`src/sv/ihex_pkg.sv`:
```
// package: shared types, constants and a helper of the hex image loader
package ihex_pkg;

    localparam int ADDR_BITS_DEF        = 24;
    localparam int MAX_RECORD_BYTES_DEF = 32;
    localparam int LINE_COUNT_BITS_DEF  = 20;

    localparam logic [7:0] CH_NL    = 8'h0A;
    localparam logic [7:0] CH_SPACE = 8'h20;
    localparam logic [7:0] CH_TAB   = 8'h09;
    localparam logic [7:0] CH_COLON = 8'h3A;

    localparam logic [8:0] TOKEN_CAP   = 9'd511;
    localparam logic [8:0] TOKEN_MIN   = 9'd11;
    localparam logic [7:0] RESULT_LIM  = 8'd32;
    localparam logic [19:0] SEG_LIMIT  = 20'h10000;

    typedef enum logic [1:0] {
        KIND_WRITE   = 2'd0,
        KIND_ERROR   = 2'd1,
        KIND_SUMMARY = 2'd2
    } result_kind_t;

    typedef enum logic [3:0] {
        ERR_NONE      = 4'd0,
        ERR_SHORT     = 4'd1,
        ERR_MISSING   = 4'd2,
        ERR_TOO_LONG  = 4'd3,
        ERR_CHECKSUM  = 4'd4,
        ERR_EOF_REC   = 4'd5,
        ERR_SEG_FORM  = 4'd6,
        ERR_SEG_VALUE = 4'd7,
        ERR_LIN_FORM  = 4'd8,
        ERR_LIN_VALUE = 4'd9,
        ERR_BAD_TYPE  = 4'd10,
        ERR_NO_DATA   = 4'd11,
        ERR_OVERFLOW  = 4'd12
    } err_code_t;

    typedef enum logic [7:0] {
        REC_DATA   = 8'h00,
        REC_EOF    = 8'h01,
        REC_SEG    = 8'h02,
        REC_LINEAR = 8'h04
    } rec_type_t;

    typedef enum logic [2:0] {
        PH_FRESH,
        PH_BLANKS,
        PH_TOKEN,
        PH_TAIL,
        PH_SKIP,
        PH_HALT
    } phase_t;

    typedef enum logic [2:0] {
        BK_IDLE,
        BK_RD,
        BK_PUT,
        BK_ERR,
        BK_SUM
    } back_state_t;

    // control part of one command from the parser to the emitter
    typedef struct packed {
        logic       do_writes;
        logic [7:0] count;
        logic       do_err;
        err_code_t  err_code;
        logic       do_sum;
        err_code_t  sum_code;
    } cmd_ctrl_t;

    // record byte store write
    typedef struct packed {
        logic       we;
        logic [7:0] idx;
        logic [7:0] data;
    } rec_wr_t;

    function automatic logic [3:0] hex_value(input logic [7:0] c);
        logic [3:0] v;
        v = 4'd0;
        if (c >= 8'h30 && c <= 8'h39) v = 4'(c - 8'h30);
        else if (c >= 8'h41 && c <= 8'h46) v = 4'(c - 8'h37);
        else if (c >= 8'h61 && c <= 8'h66) v = 4'(c - 8'h57);
        return v;
    endfunction

endpackage

```
`src/sv/ihex_cmd_queue.sv`:
```
// two-entry command queue between parser and emitter
module ihex_cmd_queue #(
    parameter int WIDTH = 8
) (
    input  logic             clk,
    input  logic             rst_n,
    input  logic             push,
    input  logic [WIDTH-1:0] push_data,
    input  logic             pop,
    output logic [WIDTH-1:0] head,
    output logic             empty,
    output logic             full
);
    logic [WIDTH-1:0] slot_reg [2];
    logic       wr_ptr_reg, wr_ptr_next;
    logic       rd_ptr_reg, rd_ptr_next;
    logic [1:0] cnt_reg, cnt_next;

    assign empty = (cnt_reg == 2'd0);
    assign full  = (cnt_reg == 2'd2);
    assign head  = slot_reg[rd_ptr_reg];

    always_comb
    begin
        wr_ptr_next = wr_ptr_reg;
        rd_ptr_next = rd_ptr_reg;
        cnt_next    = cnt_reg;
        if (push && !full)
        begin
            wr_ptr_next = ~wr_ptr_reg;
        end
        if (pop && !empty)
        begin
            rd_ptr_next = ~rd_ptr_reg;
        end
        cnt_next = cnt_reg + 2'((push && !full) ? 1 : 0) - 2'((pop && !empty) ? 1 : 0);
    end

    always_ff @(posedge clk or negedge rst_n)
    begin
        if (!rst_n)
        begin
            wr_ptr_reg <= 1'b0;
            rd_ptr_reg <= 1'b0;
            cnt_reg    <= 2'd0;
        end
        else
        begin
            wr_ptr_reg <= wr_ptr_next;
            rd_ptr_reg <= rd_ptr_next;
            cnt_reg    <= cnt_next;
        end
    end

    always_ff @(posedge clk)
    begin
        if (push && !full)
        begin
            slot_reg[wr_ptr_reg] <= push_data;
        end
    end
endmodule

```
`src/sv/ihex_front.sv`:
```
// record parser: character handling, record checks, address bookkeeping
module ihex_front #(
    parameter int ADDR_BITS        = ihex_pkg::ADDR_BITS_DEF,
    parameter int MAX_RECORD_BYTES = ihex_pkg::MAX_RECORD_BYTES_DEF,
    parameter int LINE_COUNT_BITS  = ihex_pkg::LINE_COUNT_BITS_DEF
) (
    input  logic                       clk,
    input  logic                       rst_n,
    input  logic                       in_valid,
    output logic                       in_ready,
    input  logic [7:0]                 char_code,
    input  logic                       end_of_stream,
    input  logic                       queue_empty,
    input  logic                       back_idle,
    output logic                       push,
    output ihex_pkg::cmd_ctrl_t        cmd_ctrl,
    output logic [ADDR_BITS:0]         cmd_base,
    output logic [LINE_COUNT_BITS-1:0] cmd_line,
    output logic [ADDR_BITS:0]         cmd_low,
    output logic [ADDR_BITS:0]         cmd_high,
    output ihex_pkg::rec_wr_t          rec_wr
);
    import ihex_pkg::*;

    localparam logic [ADDR_BITS:0] MEM_SIZE = (ADDR_BITS+1)'(1) << ADDR_BITS;
    localparam logic [32:0] LIN_TOP = (33'(1) << ADDR_BITS) - 33'h10000;
    localparam logic [7:0] MAX_BYTES = 8'(MAX_RECORD_BYTES);

    phase_t                     phase_reg, phase_next;
    logic [8:0]                 tcc_reg, tcc_next;
    logic [3:0]                 nib_reg, nib_next;
    logic [7:0]                 cnt_reg, cnt_next;
    logic [15:0]                raddr_reg, raddr_next;
    logic [7:0]                 rtype_reg, rtype_next;
    logic [7:0]                 sum_reg, sum_next;
    logic [7:0]                 chk_reg, chk_next;
    logic [7:0]                 d0_reg, d0_next;
    logic [7:0]                 d1_reg, d1_next;
    logic [ADDR_BITS-1:0]       offset_reg, offset_next;
    logic [ADDR_BITS:0]         low_reg, low_next;
    logic [ADDR_BITS:0]         high_reg, high_next;
    logic [LINE_COUNT_BITS-1:0] line_reg, line_next;
    err_code_t                  sticky_reg, sticky_next;

    logic       accept, blank, fin, bump;
    logic [3:0] hv;
    logic [7:0] b, idx, ri, limit;
    err_code_t  code, sticky_post, sum_code;
    logic [ADDR_BITS:0] base, top, low_post, high_post;
    logic [19:0] seg_v;
    logic [32:0] lin_v;
    logic [LINE_COUNT_BITS-1:0] line_after;
    logic [ADDR_BITS-1:0] offset_post;

    assign in_ready = queue_empty && back_idle;
    assign accept   = in_valid && in_ready;
    assign blank    = (char_code == CH_SPACE) || (char_code == CH_TAB);
    assign hv       = hex_value(char_code);

    // record verdict, from the state held before this character
    always_comb
    begin
        limit = end_of_stream ? RESULT_LIM - 8'd1 : RESULT_LIM;
        base  = {1'b0, offset_reg} + (ADDR_BITS+1)'(raddr_reg);
        top   = base + (ADDR_BITS+1)'(cnt_reg) - (ADDR_BITS+1)'(1);
        seg_v = {d0_reg, d1_reg, 4'h0};
        lin_v = 33'({d0_reg, d1_reg, 16'h0000});
        code        = ERR_NONE;
        offset_post = offset_reg;
        low_post    = low_reg;
        high_post   = high_reg;
        if (tcc_reg < TOKEN_MIN)
            code = ERR_SHORT;
        else if (cnt_reg > MAX_BYTES || cnt_reg > limit)
            code = ERR_TOO_LONG;
        else if ({1'b0, tcc_reg} < 10'd11 + {1'b0, cnt_reg, 1'b0})
            code = ERR_MISSING;
        else if (8'(-sum_reg) != chk_reg)
            code = ERR_CHECKSUM;
        else
        begin
            case (rtype_reg)
                REC_DATA:
                begin
                    if (cnt_reg != 8'd0)
                    begin
                        if (top > high_reg) high_post = top;
                        if (base < low_reg) low_post = base;
                    end
                end
                REC_EOF:
                begin
                    if (cnt_reg != 8'd0 || raddr_reg != 16'd0) code = ERR_EOF_REC;
                end
                REC_SEG:
                begin
                    if (cnt_reg != 8'd2 || raddr_reg != 16'd0) code = ERR_SEG_FORM;
                    else if (seg_v > SEG_LIMIT) code = ERR_SEG_VALUE;
                    else offset_post = ADDR_BITS'(seg_v);
                end
                REC_LINEAR:
                begin
                    if (cnt_reg != 8'd2 || raddr_reg != 16'd0) code = ERR_LIN_FORM;
                    else if (lin_v > LIN_TOP) code = ERR_LIN_VALUE;
                    else offset_post = ADDR_BITS'(lin_v);
                end
                default: code = ERR_BAD_TYPE;
            endcase
        end
    end

    always_comb
    begin
        phase_next  = phase_reg;
        tcc_next    = tcc_reg;
        nib_next    = nib_reg;
        cnt_next    = cnt_reg;
        raddr_next  = raddr_reg;
        rtype_next  = rtype_reg;
        sum_next    = sum_reg;
        chk_next    = chk_reg;
        d0_next     = d0_reg;
        d1_next     = d1_reg;
        offset_next = offset_reg;
        low_next    = low_reg;
        high_next   = high_reg;
        sticky_next = sticky_reg;
        rec_wr      = '0;
        fin         = 1'b0;
        bump        = 1'b0;
        b           = {nib_reg, hv};
        idx         = 8'(tcc_reg[8:1]) - 8'd1;
        ri          = idx - 8'd4;

        if (accept)
        begin
            if (end_of_stream)
            begin
                fin  = (phase_reg == PH_TOKEN) || (phase_reg == PH_TAIL);
                bump = fin || (phase_reg == PH_BLANKS) || (phase_reg == PH_SKIP);
            end
            else
            begin
                case (phase_reg)
                    PH_FRESH, PH_BLANKS:
                    begin
                        if (char_code == CH_NL)
                        begin
                            bump = 1'b1;
                            phase_next = PH_FRESH;
                        end
                        else if (blank)
                            phase_next = PH_BLANKS;
                        else if (char_code == CH_COLON)
                        begin
                            phase_next = PH_TOKEN;
                            tcc_next   = 9'd1;
                            nib_next   = 4'd0;
                            cnt_next   = 8'd0;
                            raddr_next = 16'd0;
                            rtype_next = 8'd0;
                            sum_next   = 8'd0;
                            chk_next   = 8'd0;
                        end
                        else
                            phase_next = PH_SKIP;
                    end
                    PH_SKIP:
                    begin
                        if (char_code == CH_NL)
                        begin
                            bump = 1'b1;
                            phase_next = PH_FRESH;
                        end
                    end
                    PH_TAIL:
                    begin
                        if (char_code == CH_NL)
                        begin
                            bump = 1'b1;
                            fin  = 1'b1;
                        end
                    end
                    PH_TOKEN:
                    begin
                        if (char_code == CH_NL)
                        begin
                            bump = 1'b1;
                            fin  = 1'b1;
                        end
                        else if (blank)
                            phase_next = PH_TAIL;
                        else if (tcc_reg < TOKEN_CAP)
                        begin
                            tcc_next = tcc_reg + 9'd1;
                            if (tcc_reg[0])
                                nib_next = hv;
                            else
                            begin
                                case (idx)
                                    8'd0: begin cnt_next = b; sum_next = sum_reg + b; end
                                    8'd1: begin raddr_next = {b, 8'h00}; sum_next = sum_reg + b; end
                                    8'd2: begin raddr_next = raddr_reg | 16'(b); sum_next = sum_reg + b; end
                                    8'd3: begin rtype_next = b; sum_next = sum_reg + b; end
                                    default:
                                    begin
                                        if (ri < cnt_reg)
                                        begin
                                            sum_next = sum_reg + b;
                                            if (ri < MAX_BYTES)
                                            begin
                                                rec_wr.we   = 1'b1;
                                                rec_wr.idx  = ri;
                                                rec_wr.data = b;
                                            end
                                            if (ri == 8'd0) d0_next = b;
                                            if (ri == 8'd1) d1_next = b;
                                        end
                                        else if (ri == cnt_reg)
                                            chk_next = b;
                                    end
                                endcase
                            end
                        end
                    end
                    default: ;
                endcase
            end
        end

        line_after = (bump && line_reg != '1) ? line_reg + LINE_COUNT_BITS'(1) : line_reg;
        line_next  = line_after;

        sticky_post = sticky_reg;
        if (fin)
        begin
            if (code != ERR_NONE)
            begin
                sticky_post = code;
                phase_next  = PH_HALT;
            end
            else
            begin
                phase_next  = PH_FRESH;
                offset_next = offset_post;
                low_next    = low_post;
                high_next   = high_post;
            end
        end
        sticky_next = sticky_post;

        if (sticky_post != ERR_NONE) sum_code = sticky_post;
        else if (low_next >= MEM_SIZE) sum_code = ERR_NO_DATA;
        else if (high_next >= MEM_SIZE) sum_code = ERR_OVERFLOW;
        else sum_code = ERR_NONE;

        push               = fin || (accept && end_of_stream);
        cmd_ctrl.do_writes = fin && (code == ERR_NONE) && (rtype_reg == REC_DATA)
                             && (cnt_reg != 8'd0);
        cmd_ctrl.count     = cnt_reg;
        cmd_ctrl.do_err    = fin && (code != ERR_NONE);
        cmd_ctrl.err_code  = code;
        cmd_ctrl.do_sum    = accept && end_of_stream;
        cmd_ctrl.sum_code  = sum_code;
        cmd_base = base;
        cmd_line = line_after;
        cmd_low  = low_next;
        cmd_high = high_next;

        // end of stream restarts the parser
        if (accept && end_of_stream)
        begin
            phase_next  = PH_FRESH;
            tcc_next    = 9'd0;
            nib_next    = 4'd0;
            cnt_next    = 8'd0;
            raddr_next  = 16'd0;
            rtype_next  = 8'd0;
            sum_next    = 8'd0;
            chk_next    = 8'd0;
            offset_next = '0;
            low_next    = MEM_SIZE;
            high_next   = '0;
            line_next   = '0;
            sticky_next = ERR_NONE;
        end
    end

    always_ff @(posedge clk or negedge rst_n)
    begin
        if (!rst_n)
        begin
            phase_reg  <= PH_FRESH;
            tcc_reg    <= 9'd0;
            nib_reg    <= 4'd0;
            cnt_reg    <= 8'd0;
            raddr_reg  <= 16'd0;
            rtype_reg  <= 8'd0;
            sum_reg    <= 8'd0;
            chk_reg    <= 8'd0;
            d0_reg     <= 8'd0;
            d1_reg     <= 8'd0;
            offset_reg <= '0;
            low_reg    <= MEM_SIZE;
            high_reg   <= '0;
            line_reg   <= '0;
            sticky_reg <= ERR_NONE;
        end
        else
        begin
            phase_reg  <= phase_next;
            tcc_reg    <= tcc_next;
            nib_reg    <= nib_next;
            cnt_reg    <= cnt_next;
            raddr_reg  <= raddr_next;
            rtype_reg  <= rtype_next;
            sum_reg    <= sum_next;
            chk_reg    <= chk_next;
            d0_reg     <= d0_next;
            d1_reg     <= d1_next;
            offset_reg <= offset_next;
            low_reg    <= low_next;
            high_reg   <= high_next;
            line_reg   <= line_next;
            sticky_reg <= sticky_next;
        end
    end
endmodule

```
`src/sv/ihex_back.sv`:
```
// result emitter: byte writes from the record store, error and summary results
module ihex_back #(
    parameter int ADDR_BITS        = ihex_pkg::ADDR_BITS_DEF,
    parameter int MAX_RECORD_BYTES = ihex_pkg::MAX_RECORD_BYTES_DEF,
    parameter int LINE_COUNT_BITS  = ihex_pkg::LINE_COUNT_BITS_DEF
) (
    input  logic                       clk,
    input  logic                       rst_n,
    input  ihex_pkg::rec_wr_t          rec_wr,
    input  logic                       queue_empty,
    output logic                       pop,
    output logic                       idle,
    input  ihex_pkg::cmd_ctrl_t        cmd_ctrl,
    input  logic [ADDR_BITS:0]         cmd_base,
    input  logic [LINE_COUNT_BITS-1:0] cmd_line,
    input  logic [ADDR_BITS:0]         cmd_low,
    input  logic [ADDR_BITS:0]         cmd_high,
    output logic                       out_valid,
    input  logic                       out_ready,
    output logic [1:0]                 result_kind,
    output logic [ADDR_BITS-1:0]       write_address,
    output logic [7:0]                 write_data,
    output logic [3:0]                 error_code,
    output logic [LINE_COUNT_BITS-1:0] line_number,
    output logic [ADDR_BITS:0]         lowest_address,
    output logic [ADDR_BITS:0]         highest_address,
    output logic                       last_of_run
);
    import ihex_pkg::*;

    localparam int IDX_BITS = $clog2(MAX_RECORD_BYTES);

    logic [7:0] store [MAX_RECORD_BYTES];
    logic [7:0] rd_data_reg;

    back_state_t state_reg, state_next;
    cmd_ctrl_t   ctrl_reg, ctrl_next;
    logic [ADDR_BITS:0]         base_reg, base_next;
    logic [LINE_COUNT_BITS-1:0] line_reg, line_next;
    logic [ADDR_BITS:0]         low_reg, low_next;
    logic [ADDR_BITS:0]         high_reg, high_next;
    logic [7:0]                 i_reg, i_next;

    logic                       ovalid_reg, ovalid_next;
    result_kind_t               okind_reg, okind_next;
    logic [ADDR_BITS-1:0]       oaddr_reg, oaddr_next;
    logic [7:0]                 odata_reg, odata_next;
    err_code_t                  oerr_reg, oerr_next;
    logic [LINE_COUNT_BITS-1:0] oline_reg, oline_next;
    logic [ADDR_BITS:0]         olow_reg, olow_next;
    logic [ADDR_BITS:0]         ohigh_reg, ohigh_next;
    logic                       olast_reg, olast_next;

    logic slot_free, in_range, next_in_range;
    logic [ADDR_BITS:0] wa, wa_n;
    back_state_t after_writes;

    always_ff @(posedge clk)
    begin
        if (rec_wr.we)
        begin
            store[rec_wr.idx[IDX_BITS-1:0]] <= rec_wr.data;
        end
        rd_data_reg <= store[i_reg[IDX_BITS-1:0]];
    end

    assign idle          = (state_reg == BK_IDLE);
    assign slot_free     = !ovalid_reg || out_ready;
    assign wa            = base_reg + (ADDR_BITS+1)'(i_reg);
    assign wa_n          = wa + (ADDR_BITS+1)'(1);
    assign in_range      = !wa[ADDR_BITS];
    assign next_in_range = !wa_n[ADDR_BITS];

    always_comb
    begin
        state_next  = state_reg;
        ctrl_next   = ctrl_reg;
        base_next   = base_reg;
        line_next   = line_reg;
        low_next    = low_reg;
        high_next   = high_reg;
        i_next      = i_reg;
        pop         = 1'b0;
        ovalid_next = ovalid_reg && !out_ready;
        okind_next  = okind_reg;
        oaddr_next  = oaddr_reg;
        odata_next  = odata_reg;
        oerr_next   = oerr_reg;
        oline_next  = oline_reg;
        olow_next   = olow_reg;
        ohigh_next  = ohigh_reg;
        olast_next  = olast_reg;

        if (ctrl_reg.do_err) after_writes = BK_ERR;
        else if (ctrl_reg.do_sum) after_writes = BK_SUM;
        else after_writes = BK_IDLE;

        case (state_reg)
            BK_IDLE:
            begin
                if (!queue_empty)
                begin
                    pop       = 1'b1;
                    ctrl_next = cmd_ctrl;
                    base_next = cmd_base;
                    line_next = cmd_line;
                    low_next  = cmd_low;
                    high_next = cmd_high;
                    i_next    = 8'd0;
                    if (cmd_ctrl.do_writes) state_next = BK_RD;
                    else if (cmd_ctrl.do_err) state_next = BK_ERR;
                    else if (cmd_ctrl.do_sum) state_next = BK_SUM;
                end
            end
            BK_RD:
            begin
                // addresses rise, so the first one past the memory ends the run
                if (i_reg == ctrl_reg.count || !in_range) state_next = after_writes;
                else state_next = BK_PUT;
            end
            BK_PUT:
            begin
                if (slot_free)
                begin
                    ovalid_next = 1'b1;
                    okind_next  = KIND_WRITE;
                    oaddr_next  = wa[ADDR_BITS-1:0];
                    odata_next  = rd_data_reg;
                    oerr_next   = ERR_NONE;
                    oline_next  = line_reg;
                    olow_next   = low_reg;
                    ohigh_next  = high_reg;
                    olast_next  = (i_reg == ctrl_reg.count - 8'd1 || !next_in_range)
                                  && !ctrl_reg.do_sum;
                    i_next      = i_reg + 8'd1;
                    state_next  = BK_RD;
                end
            end
            BK_ERR:
            begin
                if (slot_free)
                begin
                    ovalid_next = 1'b1;
                    okind_next  = KIND_ERROR;
                    oaddr_next  = '0;
                    odata_next  = 8'd0;
                    oerr_next   = ctrl_reg.err_code;
                    oline_next  = line_reg;
                    olow_next   = low_reg;
                    ohigh_next  = high_reg;
                    olast_next  = !ctrl_reg.do_sum;
                    state_next  = ctrl_reg.do_sum ? BK_SUM : BK_IDLE;
                end
            end
            BK_SUM:
            begin
                if (slot_free)
                begin
                    ovalid_next = 1'b1;
                    okind_next  = KIND_SUMMARY;
                    oaddr_next  = '0;
                    odata_next  = 8'd0;
                    oerr_next   = ctrl_reg.sum_code;
                    oline_next  = line_reg;
                    olow_next   = low_reg;
                    ohigh_next  = high_reg;
                    olast_next  = 1'b1;
                    state_next  = BK_IDLE;
                end
            end
            default: state_next = BK_IDLE;
        endcase
    end

    always_ff @(posedge clk or negedge rst_n)
    begin
        if (!rst_n)
        begin
            state_reg  <= BK_IDLE;
            ovalid_reg <= 1'b0;
        end
        else
        begin
            state_reg  <= state_next;
            ovalid_reg <= ovalid_next;
        end
    end

    always_ff @(posedge clk)
    begin
        ctrl_reg  <= ctrl_next;
        base_reg  <= base_next;
        line_reg  <= line_next;
        low_reg   <= low_next;
        high_reg  <= high_next;
        i_reg     <= i_next;
        okind_reg <= okind_next;
        oaddr_reg <= oaddr_next;
        odata_reg <= odata_next;
        oerr_reg  <= oerr_next;
        oline_reg <= oline_next;
        olow_reg  <= olow_next;
        ohigh_reg <= ohigh_next;
        olast_reg <= olast_next;
    end

    assign out_valid       = ovalid_reg;
    assign result_kind     = okind_reg;
    assign write_address   = oaddr_reg;
    assign write_data      = odata_reg;
    assign error_code      = oerr_reg;
    assign line_number     = oline_reg;
    assign lowest_address  = olow_reg;
    assign highest_address = ohigh_reg;
    assign last_of_run     = olast_reg;

`ifndef SYNTHESIS
    a_put_in_range: assert property (@(posedge clk) disable iff (!rst_n)
        (state_reg == BK_PUT) |-> (in_range && i_reg < ctrl_reg.count))
        else $error("byte write outside record or memory");
    a_summary_last: assert property (@(posedge clk) disable iff (!rst_n)
        (ovalid_reg && okind_reg == KIND_SUMMARY) |-> olast_reg)
        else $error("summary not marked last");
    a_pop_idle: assert property (@(posedge clk) disable iff (!rst_n)
        pop |=> (state_reg != BK_IDLE || !ctrl_reg.do_writes))
        else $error("command popped but no work started");
`endif
endmodule

```
`src/sv/intel_hex_image_loader_top.sv`:
```
// top level of the hex image loader
// Takes a hex file one character per request on the slave side and gives byte
// writes, error reports and an end-of-stream summary on the master side. Each
// character goes to the parser; a line end that closes a data record then
// hands a command through a two-entry queue to the emitter, which reads each
// byte to write from the store and then loads it into the output register,
// waiting while that register still holds a result not yet taken. The parser
// takes no new character until the emitter has finished its command and the
// queue is empty. The output register lets the next character be taken while
// the last result still waits on the master side.
module intel_hex_image_loader_top #(
    parameter int ADDR_BITS        = ihex_pkg::ADDR_BITS_DEF,
    parameter int MAX_RECORD_BYTES = ihex_pkg::MAX_RECORD_BYTES_DEF,
    parameter int LINE_COUNT_BITS  = ihex_pkg::LINE_COUNT_BITS_DEF,
    localparam int DATA_BITS = ADDR_BITS + 8 + 4 + LINE_COUNT_BITS + 2 * (ADDR_BITS + 1),
    localparam int TDATA_BITS = ((DATA_BITS + 7) / 8) * 8
) (
    input  logic                  clk,
    input  logic                  rst_n,
    input  logic                  s_tvalid,
    output logic                  s_tready,
    input  logic [7:0]            s_tdata,   // char_code
    input  logic                  s_tlast,   // end_of_stream
    output logic                  m_tvalid,
    input  logic                  m_tready,
    // write_address, write_data, error_code, line_number, lowest_address,
    // highest_address
    output logic [TDATA_BITS-1:0] m_tdata,
    output logic [1:0]            m_tuser,   // result_kind
    output logic                  m_tlast    // last_of_run
);
    import ihex_pkg::*;

    localparam int CMD_BITS = $bits(cmd_ctrl_t) + 3 * (ADDR_BITS + 1) + LINE_COUNT_BITS;

    // parser side
    logic                       push, q_empty, q_full, pop, back_idle;
    cmd_ctrl_t                  f_ctrl, b_ctrl;
    logic [ADDR_BITS:0]         f_base, f_low, f_high, b_base, b_low, b_high;
    logic [LINE_COUNT_BITS-1:0] f_line, b_line;
    rec_wr_t                    rec_wr;
    logic [CMD_BITS-1:0]        q_head;

    // emitter side
    logic [ADDR_BITS-1:0]       write_address;
    logic [7:0]                 write_data;
    logic [3:0]                 error_code;
    logic [LINE_COUNT_BITS-1:0] line_number;
    logic [ADDR_BITS:0]         lowest_address, highest_address;

    ihex_front #(
        .ADDR_BITS        (ADDR_BITS),
        .MAX_RECORD_BYTES (MAX_RECORD_BYTES),
        .LINE_COUNT_BITS  (LINE_COUNT_BITS)
    ) u_front (
        .clk           (clk),
        .rst_n         (rst_n),
        .in_valid      (s_tvalid),
        .in_ready      (s_tready),
        .char_code     (s_tdata),
        .end_of_stream (s_tlast),
        .queue_empty   (q_empty),
        .back_idle     (back_idle),
        .push          (push),
        .cmd_ctrl      (f_ctrl),
        .cmd_base      (f_base),
        .cmd_line      (f_line),
        .cmd_low       (f_low),
        .cmd_high      (f_high),
        .rec_wr        (rec_wr)
    );

    // commands cross to the emitter through a short queue
    ihex_cmd_queue #(
        .WIDTH (CMD_BITS)
    ) u_queue (
        .clk       (clk),
        .rst_n     (rst_n),
        .push      (push),
        .push_data ({f_ctrl, f_base, f_line, f_low, f_high}),
        .pop       (pop),
        .head      (q_head),
        .empty     (q_empty),
        .full      (q_full)
    );

    assign {b_ctrl, b_base, b_line, b_low, b_high} = q_head;

    ihex_back #(
        .ADDR_BITS        (ADDR_BITS),
        .MAX_RECORD_BYTES (MAX_RECORD_BYTES),
        .LINE_COUNT_BITS  (LINE_COUNT_BITS)
    ) u_back (
        .clk             (clk),
        .rst_n           (rst_n),
        .rec_wr          (rec_wr),
        .queue_empty     (q_empty),
        .pop             (pop),
        .idle            (back_idle),
        .cmd_ctrl        (b_ctrl),
        .cmd_base        (b_base),
        .cmd_line        (b_line),
        .cmd_low         (b_low),
        .cmd_high        (b_high),
        .out_valid       (m_tvalid),
        .out_ready       (m_tready),
        .result_kind     (m_tuser),
        .write_address   (write_address),
        .write_data      (write_data),
        .error_code      (error_code),
        .line_number     (line_number),
        .lowest_address  (lowest_address),
        .highest_address (highest_address),
        .last_of_run     (m_tlast)
    );

    // fields packed from the lowest bit up, zero filled to whole bytes
    assign m_tdata = TDATA_BITS'({highest_address, lowest_address, line_number,
                                  error_code, write_data, write_address});

`ifndef SYNTHESIS
    a_no_push_when_full: assert property (@(posedge clk) disable iff (!rst_n)
        push |-> !q_full)
        else $error("command pushed into a full queue");
    a_ready_needs_idle: assert property (@(posedge clk) disable iff (!rst_n)
        s_tready |-> (back_idle && q_empty))
        else $error("character taken while emitter busy");
    a_store_write_idle: assert property (@(posedge clk) disable iff (!rst_n)
        rec_wr.we |-> back_idle)
        else $error("record store written during emission");
`endif
endmodule

```
`config.mk`:
```
export PLATFORM = sky130hd
export DESIGN_NAME = intel_hex_image_loader_top
export DESIGN_NICKNAME = d
export VERILOG_FILES = /design/src/sv/ihex_pkg.sv /design/src/sv/ihex_cmd_queue.sv /design/src/sv/ihex_front.sv /design/src/sv/ihex_back.sv /design/src/sv/intel_hex_image_loader_top.sv
export SDC_FILE = /design/constraint.sdc
export NUM_CORES = 1
export LEC_CHECK = 0
export ABC_AREA = 0
export BUFFER_PORTS_ARGS = -buffer_cell sky130_fd_sc_hd__buf_2
export CAP_MARGIN = 30
export CORE_MARGIN = 2
export CORE_UTILIZATION = 42
export DETAILED_ROUTE_END_ITERATION = 8
export HOLD_SLACK_MARGIN = 0.05
export PLACE_DENSITY = 0.68
export SYNTH_ARGS = -nofsm -noshare
export SYNTH_HDL_FRONTEND = slang
export SYNTH_SLANG_ARGS = --single-unit
```
`constraint.sdc`:
```
create_clock -name clk -period 7.9 [get_ports clk]
set_input_delay 1.58 -clock clk [delete_from_list [all_inputs] [get_ports clk]]
set_output_delay 1.58 -clock clk [all_outputs]
set_load 0.02 [all_outputs]
```
=== Yosys cells after proc, flatten, opt, wreduce, memory -nomap -nowiden ===
Memories as Yosys holds them, arrays and structs flattened. A register that Yosys moved wholly into a read port is not among the register bits.
Index checks and enable logic that the tools add are counted.

* Bits in registers: 416
* Memory bits (writable): 484
* Input port bits: 13
* Output and inout port bits: 117
* Word-level logic and storage cells: 422
* Memories: 2

{| class="wikitable"
|+ Memories
! name !! depth !! bits a word !! rd ports !! clocked after memory_dff !! wr ports !! RTL line !! text
|-
| u_back.store || 32 || 8 || 1 || 1 || 1 || ihex_back.sv:33 || <nowiki>logic [7:0] store [MAX_RECORD_BYTES];</nowiki>
|-
| u_queue.slot_reg || 2 || 114 || 1 || 0 || 1 || ihex_cmd_queue.sv:14 || <nowiki>logic [WIDTH-1:0] slot_reg [2];</nowiki>
|}

* $add $sub $neg: 19
* $lt $le $gt $ge: 19
* Eq/ne operators: 61
* Multiplexer cells: 200
* Bitwise logic cells: 9
* Reductions and logical operators: 74

{| class="wikitable"
|+ Operators by type and width
! operator !! number
|-
| 2-to-1 mux 25 bit || 20
|-
| 2-to-1 mux 8 bit || 42
|-
| 2-to-1 mux 24 bit || 13
|-
| 2-to-1 mux 17 bit || 10
|-
| 2-to-1 mux 16 bit || 10
|-
| 2-to-1 mux 4 bit || 29
|-
| case mux 24 bit (2 select lines) || 2
|-
| case mux 8 bit (2 select lines) || 6
|-
| 2-to-1 mux 9 bit || 9
|-
| 2-to-1 mux 3 bit || 23
|-
| case mux 16 bit (2 select lines) || 2
|-
| AND reduction 11 bit || 5
|-
| adder 25 x 8 -> 25 bit || 2
|-
| greater-or-equal comparator 25 bit, second input constant || 2
|-
| != test 3 x 2 -> 1 bit, second input constant || 15
|-
| 2-to-1 mux 20 bit || 2
|-
| > comparator 32 x 24 -> 1 bit, second input constant || 1
|-
| AND reduction 10 bit || 3
|-
| adder 24 x 16 -> 25 bit || 1
|-
| adder 25 x 1 -> 25 bit, second input constant || 1
|-
| > comparator 25 bit || 1
|-
| < comparator 25 bit || 1
|-
| subtractor 25 x 1 -> 25 bit, second input constant || 1
|-
| equality test 8 x 1 -> 1 bit, second input constant || 3
|-
| other kinds (80) || 178
|}

=== Longest topological paths before layout ===
* Word-level depth: 17
* Gate-level depth with buffers: 32
* Mapped depth without buffers: 31

=== Cells and area by module ===
A second synthesis with hierarchy kept.

* Cell total of the unflattened synthesis: 2,883
* Area, all modules: 41,051.9 sq um

{| class="wikitable"
|+ Modules (own cells, without submodules)
! module !! instances !! cells each !! area each (sq um) !! seq. area each (sq um)
|-
| ihex_back || 1 || 907 || 18,650.4 || 14,854.2
|-
| ihex_front || 1 || 1,596 || 13,728.2 || 4,355.4
|-
| ihex_cmd_queue || 1 || 373 || 8,624.5 || 6,946.7
|-
| intel_hex_image_loader_top || 1 || 7 || 48.8 || 0.0
|}

=== Worst setup path after synthesis ===
Ideal clock, no wire load.

* Path kind: input port to flip-flop
* Start point: input port s_tdata[2]
* End point: memory u_queue.slot_reg[0][0] in the netlist's numbering (enable)
* Library setup time: 0.625 ns
* Arrival: 8.126 ns
* Required time: 7.275 ns
* Slack: -0.852 ns
* Stages on the path: 6
* Buffers on the path: 1
* Path through: clkbuf_1 > nor2b_1 > nand4_1 > and2_1 > or3_1 > a21oi_1

* Cells in the longest elaborated chain, start to end: 9

{| class="wikitable"
|+ Ends and longest elaborated chain
! item !! RTL line !! text
|-
| from (decl) || intel_hex_image_loader_top.sv:22 || <nowiki>input logic [7:0] s_tdata,</nowiki>
|-
| equality test 8 x 4 -> 1 bit || ihex_front.sv:178, ihex_front.sv:186 ||
|-
| 2-to-1 mux 1 bit || ihex_front.sv:178, ihex_front.sv:186 ||
|-
| 2-to-1 mux 1 bit || -- ||
|-
| 2-to-1 mux 1 bit || ihex_front.sv:137 || <nowiki>if (end_of_stream)</nowiki>
|-
| 2-to-1 mux 1 bit || ihex_front.sv:135 || <nowiki>if (accept)</nowiki>
|-
| logical OR 1 bit || ihex_front.sv:257 || <nowiki>push = fin || (accept && end_of_stream);</nowiki>
|-
| logical AND 1 bit || ihex_cmd_queue.sv:57 || <nowiki>if (push && !full)</nowiki>
|-
| 2-to-1 mux 1 bit || ihex_cmd_queue.sv:57 ||
|-
| 2-to-1 mux 1 bit (not written as such) || ihex_cmd_queue.sv:59 || <nowiki>slot_reg[wr_ptr_reg] <= push_data;</nowiki>
|-
| to (decl) || ihex_cmd_queue.sv:14 ||
|}

No other way between the ends.

=== Final worst setup path ===
* Start point: register u_front.raddr_reg[4]
* End point: register u_front.high_reg[23]

* Cells in the longest elaborated chain, start to end: 14
* Elaborated cells between the ends (all ways): 26
* Classes of those cells: add/sub: 3; order compare: 1; mux: 18; reduce/logical: 4

{| class="wikitable"
|+ Ends and longest elaborated chain
! item !! RTL line !! text
|-
| from (decl) || ihex_front.sv:33 || <nowiki>logic [15:0] raddr_reg, raddr_next;</nowiki>
|-
| from (signal assigned) || ihex_front.sv:315 || <nowiki>raddr_reg <= raddr_next;</nowiki>
|-
| adder 24 x 16 -> 25 bit || ihex_front.sv:64 || <nowiki>base = {1'b0, offset_reg} + (ADDR_BITS+1)'(raddr_reg);</nowiki>
|-
| adder 25 x 8 -> 25 bit || ihex_front.sv:65 || <nowiki>top = base + (ADDR_BITS+1)'(cnt_reg) - (ADDR_BITS+1)'(1);</nowiki>
|-
| subtractor 25 x 1 -> 25 bit || ihex_front.sv:65 ||
|-
| > comparator 25 bit || ihex_front.sv:87 || <nowiki>if (top > high_reg) high_post = top;</nowiki>
|-
| 2-to-1 mux 25 bit || ihex_front.sv:87 ||
|-
| 2-to-1 mux 25 bit || ihex_front.sv:85 || <nowiki>if (cnt_reg != 8'd0)</nowiki>
|-
| 2-to-1 mux 25 bit || ihex_front.sv:82 || <nowiki>case (rtype_reg)</nowiki>
|-
| 2-to-1 mux 25 bit || ihex_front.sv:78 || <nowiki>else if (8'(-sum_reg) != chk_reg)</nowiki>
|-
| 2-to-1 mux 25 bit || ihex_front.sv:76 || <nowiki>else if ({1'b0, tcc_reg} < 10'd11 + {1'b0, cnt_reg, 1'b0})</nowiki>
|-
| 2-to-1 mux 25 bit || ihex_front.sv:74 || <nowiki>else if (cnt_reg > MAX_BYTES || cnt_reg > limit)</nowiki>
|-
| 2-to-1 mux 25 bit || ihex_front.sv:72 || <nowiki>if (tcc_reg < TOKEN_MIN)</nowiki>
|-
| 2-to-1 mux 25 bit (*) || ihex_front.sv:237 || <nowiki>if (code != ERR_NONE)</nowiki>
|-
| 2-to-1 mux 25 bit (*) || ihex_front.sv:235 || <nowiki>if (fin)</nowiki>
|-
| net f_high[23] || intel_hex_image_loader_top.sv:39 || <nowiki>logic [ADDR_BITS:0] f_base, f_low, f_high, b_base, b_low, b_high;</nowiki>
|-
| 2-to-1 mux 25 bit (*) || ihex_front.sv:271 || <nowiki>if (accept && end_of_stream)</nowiki>
|-
| net u_front.high_next[23] || ihex_front.sv:41 || <nowiki>logic [ADDR_BITS:0] high_reg, high_next;</nowiki>
|-
| to (signal assigned) || ihex_front.sv:323 || <nowiki>high_reg <= high_next;</nowiki>
|-
| to (decl) || ihex_front.sv:41 ||
|}

The timed path passes the listed nets; every way through them passes the cells marked *.
A chain may end at the register's enable or synchronous reset.

==> impl_metrics.tcl <==
set metrics [dict create \
    outcome "finished, final reports clean" \
    grt_pass1_vias 23740 \
    cap_violations 0 \
    ir_drop_mv 0.2169 \
    grt_max_degree 115 \
    fin_cells 4414 \
    period_minus_slack_ps 7054 \
    layout_common_cells "714 x edfxtp_1, 214 x nand2_1, 180 x dfrtp_1" \
    synth_ff_type "edfxtp_1" \
    detail_route.wl_per_cell_um 20.44 \
    numCtsBuffers 88 \
    synth_cells 2918 \
    final_max_slew_viol_count 0 \
    hold_path_end "u_back.line_number[18]$_DFFE_PP_" \
    cp-end-kind "register" \
    syn-cell-area_um2 40560 \
    via_count 23970 \
    worstReg2RegEnd "u_front.high_reg[23]$_DFF_PN0_" \
    dr.pass1.iters 6 \
    fp.coreArea_um2 95290 \
    synth_warnings 0 \
    htreeDepth 3 \
    grt.overflow.total 0 \
    clkSinkCount 904 \
    largest_register_ffs 256 \
    total_leakage_power_nw 17.87 \
    design_area_um2 45710 \
    cts_max_path_buffers 3 \
    cts_root_buf "clkbuf_16" \
    grt_pass1_wl_um 140800 \
    finalHoldViolCount 0 \
    hold_start "u_back.line_reg[18]$_DFFE_PP_" \
    cts_tree "yes" \
    fin_ws_ps 846.1 \
    finalWeightedCongestion 0.9257 \
    setup-violations-final 0 \
    tightest_slew_ps 983.1 \
    final_antenna_net_count 0 \
    crit_top_cell "ha_1" \
    crit_required_ps 8430 \
    synth-edff-count 714 \
    ctsResizeCount 0 \
    power_density_nw_per_um2 346.2 \
    whs_path_depth 0 \
    crit_arrival_ps 7580 \
    fin_skew_ps 21.71 \
    grt.total_usage_pct 18.34 \
    fmax_mhz 141.8 \
    critPathLaunchType "register" \
    cts_hold_repair.buffers 0 \
    placed_cells 4248 \
    rsz0062_at_grt "no" \
    viasPerCell 5.429 \
    dp_hpwl_um 62060 \
    slew_headroom_pct 34.02 \
    port_buffers 123 \
    slowest_delay_ps 470 \
    die_x_um 314.8 \
    clk_pin_slew_ps 60 \
    synth_seq_cells 904 \
    routed_wl_um 90210 \
    drc_errors 0 \
    pre_cts_ws_ps 1036 \
    cts_setup_buffers 0 \
    antenna_found_initial 3 \
    row_count 113 \
    rrSetupSlack_ps 850 \
    dieArea_um2 99080 \
    reg2regPathDepth 27 \
    die_h_um 314.8 \
    io_pins 130 \
    setup_tns_ps 0 \
    placed_area_um2 42800 \
    area_growth_pct 12.70 \
    critPathMaxFanout 13 \
    critPathKind "reg -> reg" \
    clkLatencyLatePin_ps 650 \
    drive_gt1_share_pct 18.27 \
    syn-mean-instance-area_um2 13.90 \
    initial_core_util_pct 42.57 \
    period_share_pct 89.29 \
    r2r-start "u_front.raddr_reg[4]$_DFFE_PN0P_" \
    final_common_cell "edfxtp_1" \
    drt_iter0_drc 2309 \
    ys_async_sr_fraction_pct 20.13 \
    yosysSeqAreaShare_pct 64.48 \
    cpMaxStageDelayCell "a211oi_2" \
    ys_types 100 \
    nNetsFinal 3232 \
    hp-class "reg -> reg" \
]
-- metrics by stage --
step                utilization [%]  total power, mW  hold slack (ps)
finish                        47.97            15.82            412.3
global route                  47.97            16.69            419.5
CTS                           47.91            15.92            414.9
detailed placement            44.91            11.75            404.5
global placement              44.79            11.65            400.7
floorplan                         -            10.24            400.3
-- worst max-delay path, delay by kind of cell (launching register included) --
family,cells,cell delay [ps]
AOI/OAI and AO/OA,12,2760
xor gates and xnor gates,2,480
adders and majority gates,4,1320
buffers and inverters,2,150
DFF,1,370
and+or+nand+nor,7,1860
-- cell type report --
class                      count  area (um^2)
fill                        8196        49580
antenna                        1        2.502
timing repair buffer         170         1097
multi-input combinational   1747        13400
clock inverter                42        406.6
inverter                     164        618.1
sequential                   904        26160
tap                         1265         1583
clock buffer                 121         2449
-- worst max path at each step --
stage	start	end	slack, ps	depth (start not counted)
floorplan	s_tdata[2]	u_queue.slot_reg[0][0]$_DFFE_PP_	1440	6
global placement	u_front.raddr_reg[4]$_DFFE_PN0P_	u_front.high_reg[23]$_DFF_PN0_	1250	27
detailed placement	u_front.raddr_reg[4]$_DFFE_PN0P_	u_front.high_reg[23]$_DFF_PN0_	1040	27
CTS	u_front.raddr_reg[4]$_DFFE_PN0P_	u_front.high_reg[23]$_DFF_PN0_	990	27
global route	u_front.raddr_reg[4]$_DFFE_PN0P_	u_front.high_reg[23]$_DFF_PN0_	340	27
finish	u_front.raddr_reg[4]$_DFFE_PN0P_	u_front.high_reg[23]$_DFF_PN0_	850	27
-- cells by family (layout without fill, tap and decap cells) --
kind of cell	after synthesis	count (layout)	share of synthesized area [%]
buf+inv	272	497	2.662
fa+ha+maj	145	145	4.544
xor+xnor	134	134	3.004
compound gates	470	470	7.483
simple gates	772	772	9.513
mux	220	220	8.301
flops	904	904	64.48
other cells	1	7	0.009245
-- cells in the mapped netlist (all sizes together) (10+ instances only) --
cell type / instances / share of area (%)
and3: 54 / 0.83
o2111ai: 10 / 0.22
clkbuf: 76 / 0.70
or3: 13 / 0.20
ha: 140 / 4.3
nor2b: 18 / 0.28
nor3: 41 / 0.54
nand2b: 32 / 0.49
a21o: 28 / 0.52
inv: 162 / 1.5
mux2: 131 / 3.6
o211ai: 14 / 0.28
nor4: 21 / 0.32
edfxtp: 714 / 53
a21oi: 124 / 1.6
dfrtp: 181 / 11
a31oi: 15 / 0.25
xor2: 51 / 1.1
nand2: 214 / 2.0
mux4: 80 / 4.4
nand3: 65 / 0.80
nor2: 161 / 1.5
buf: 32 / 0.44
nand4: 27 / 0.42
and2: 86 / 1.3
xnor2: 83 / 1.9
o21ai: 172 / 2.1
-- layer usage --
layer | track usage, % | wire [um]
met3 | 2.473 | 4470
met5 | 0 | 0
met4 | 4.719 | 1505
met2 | 29.69 | 43210
met1 | 26.17 | 41020
-- where the power goes --
group	internal [mW]	switching, mW	total [mW]
Clock	2.40	1.75	4.15
Combinational	1.87	3.10	4.97
Sequential	6.31	0.391	6.71
Total	10.6	5.24	15.8
(Power assumes the default switching activity.)
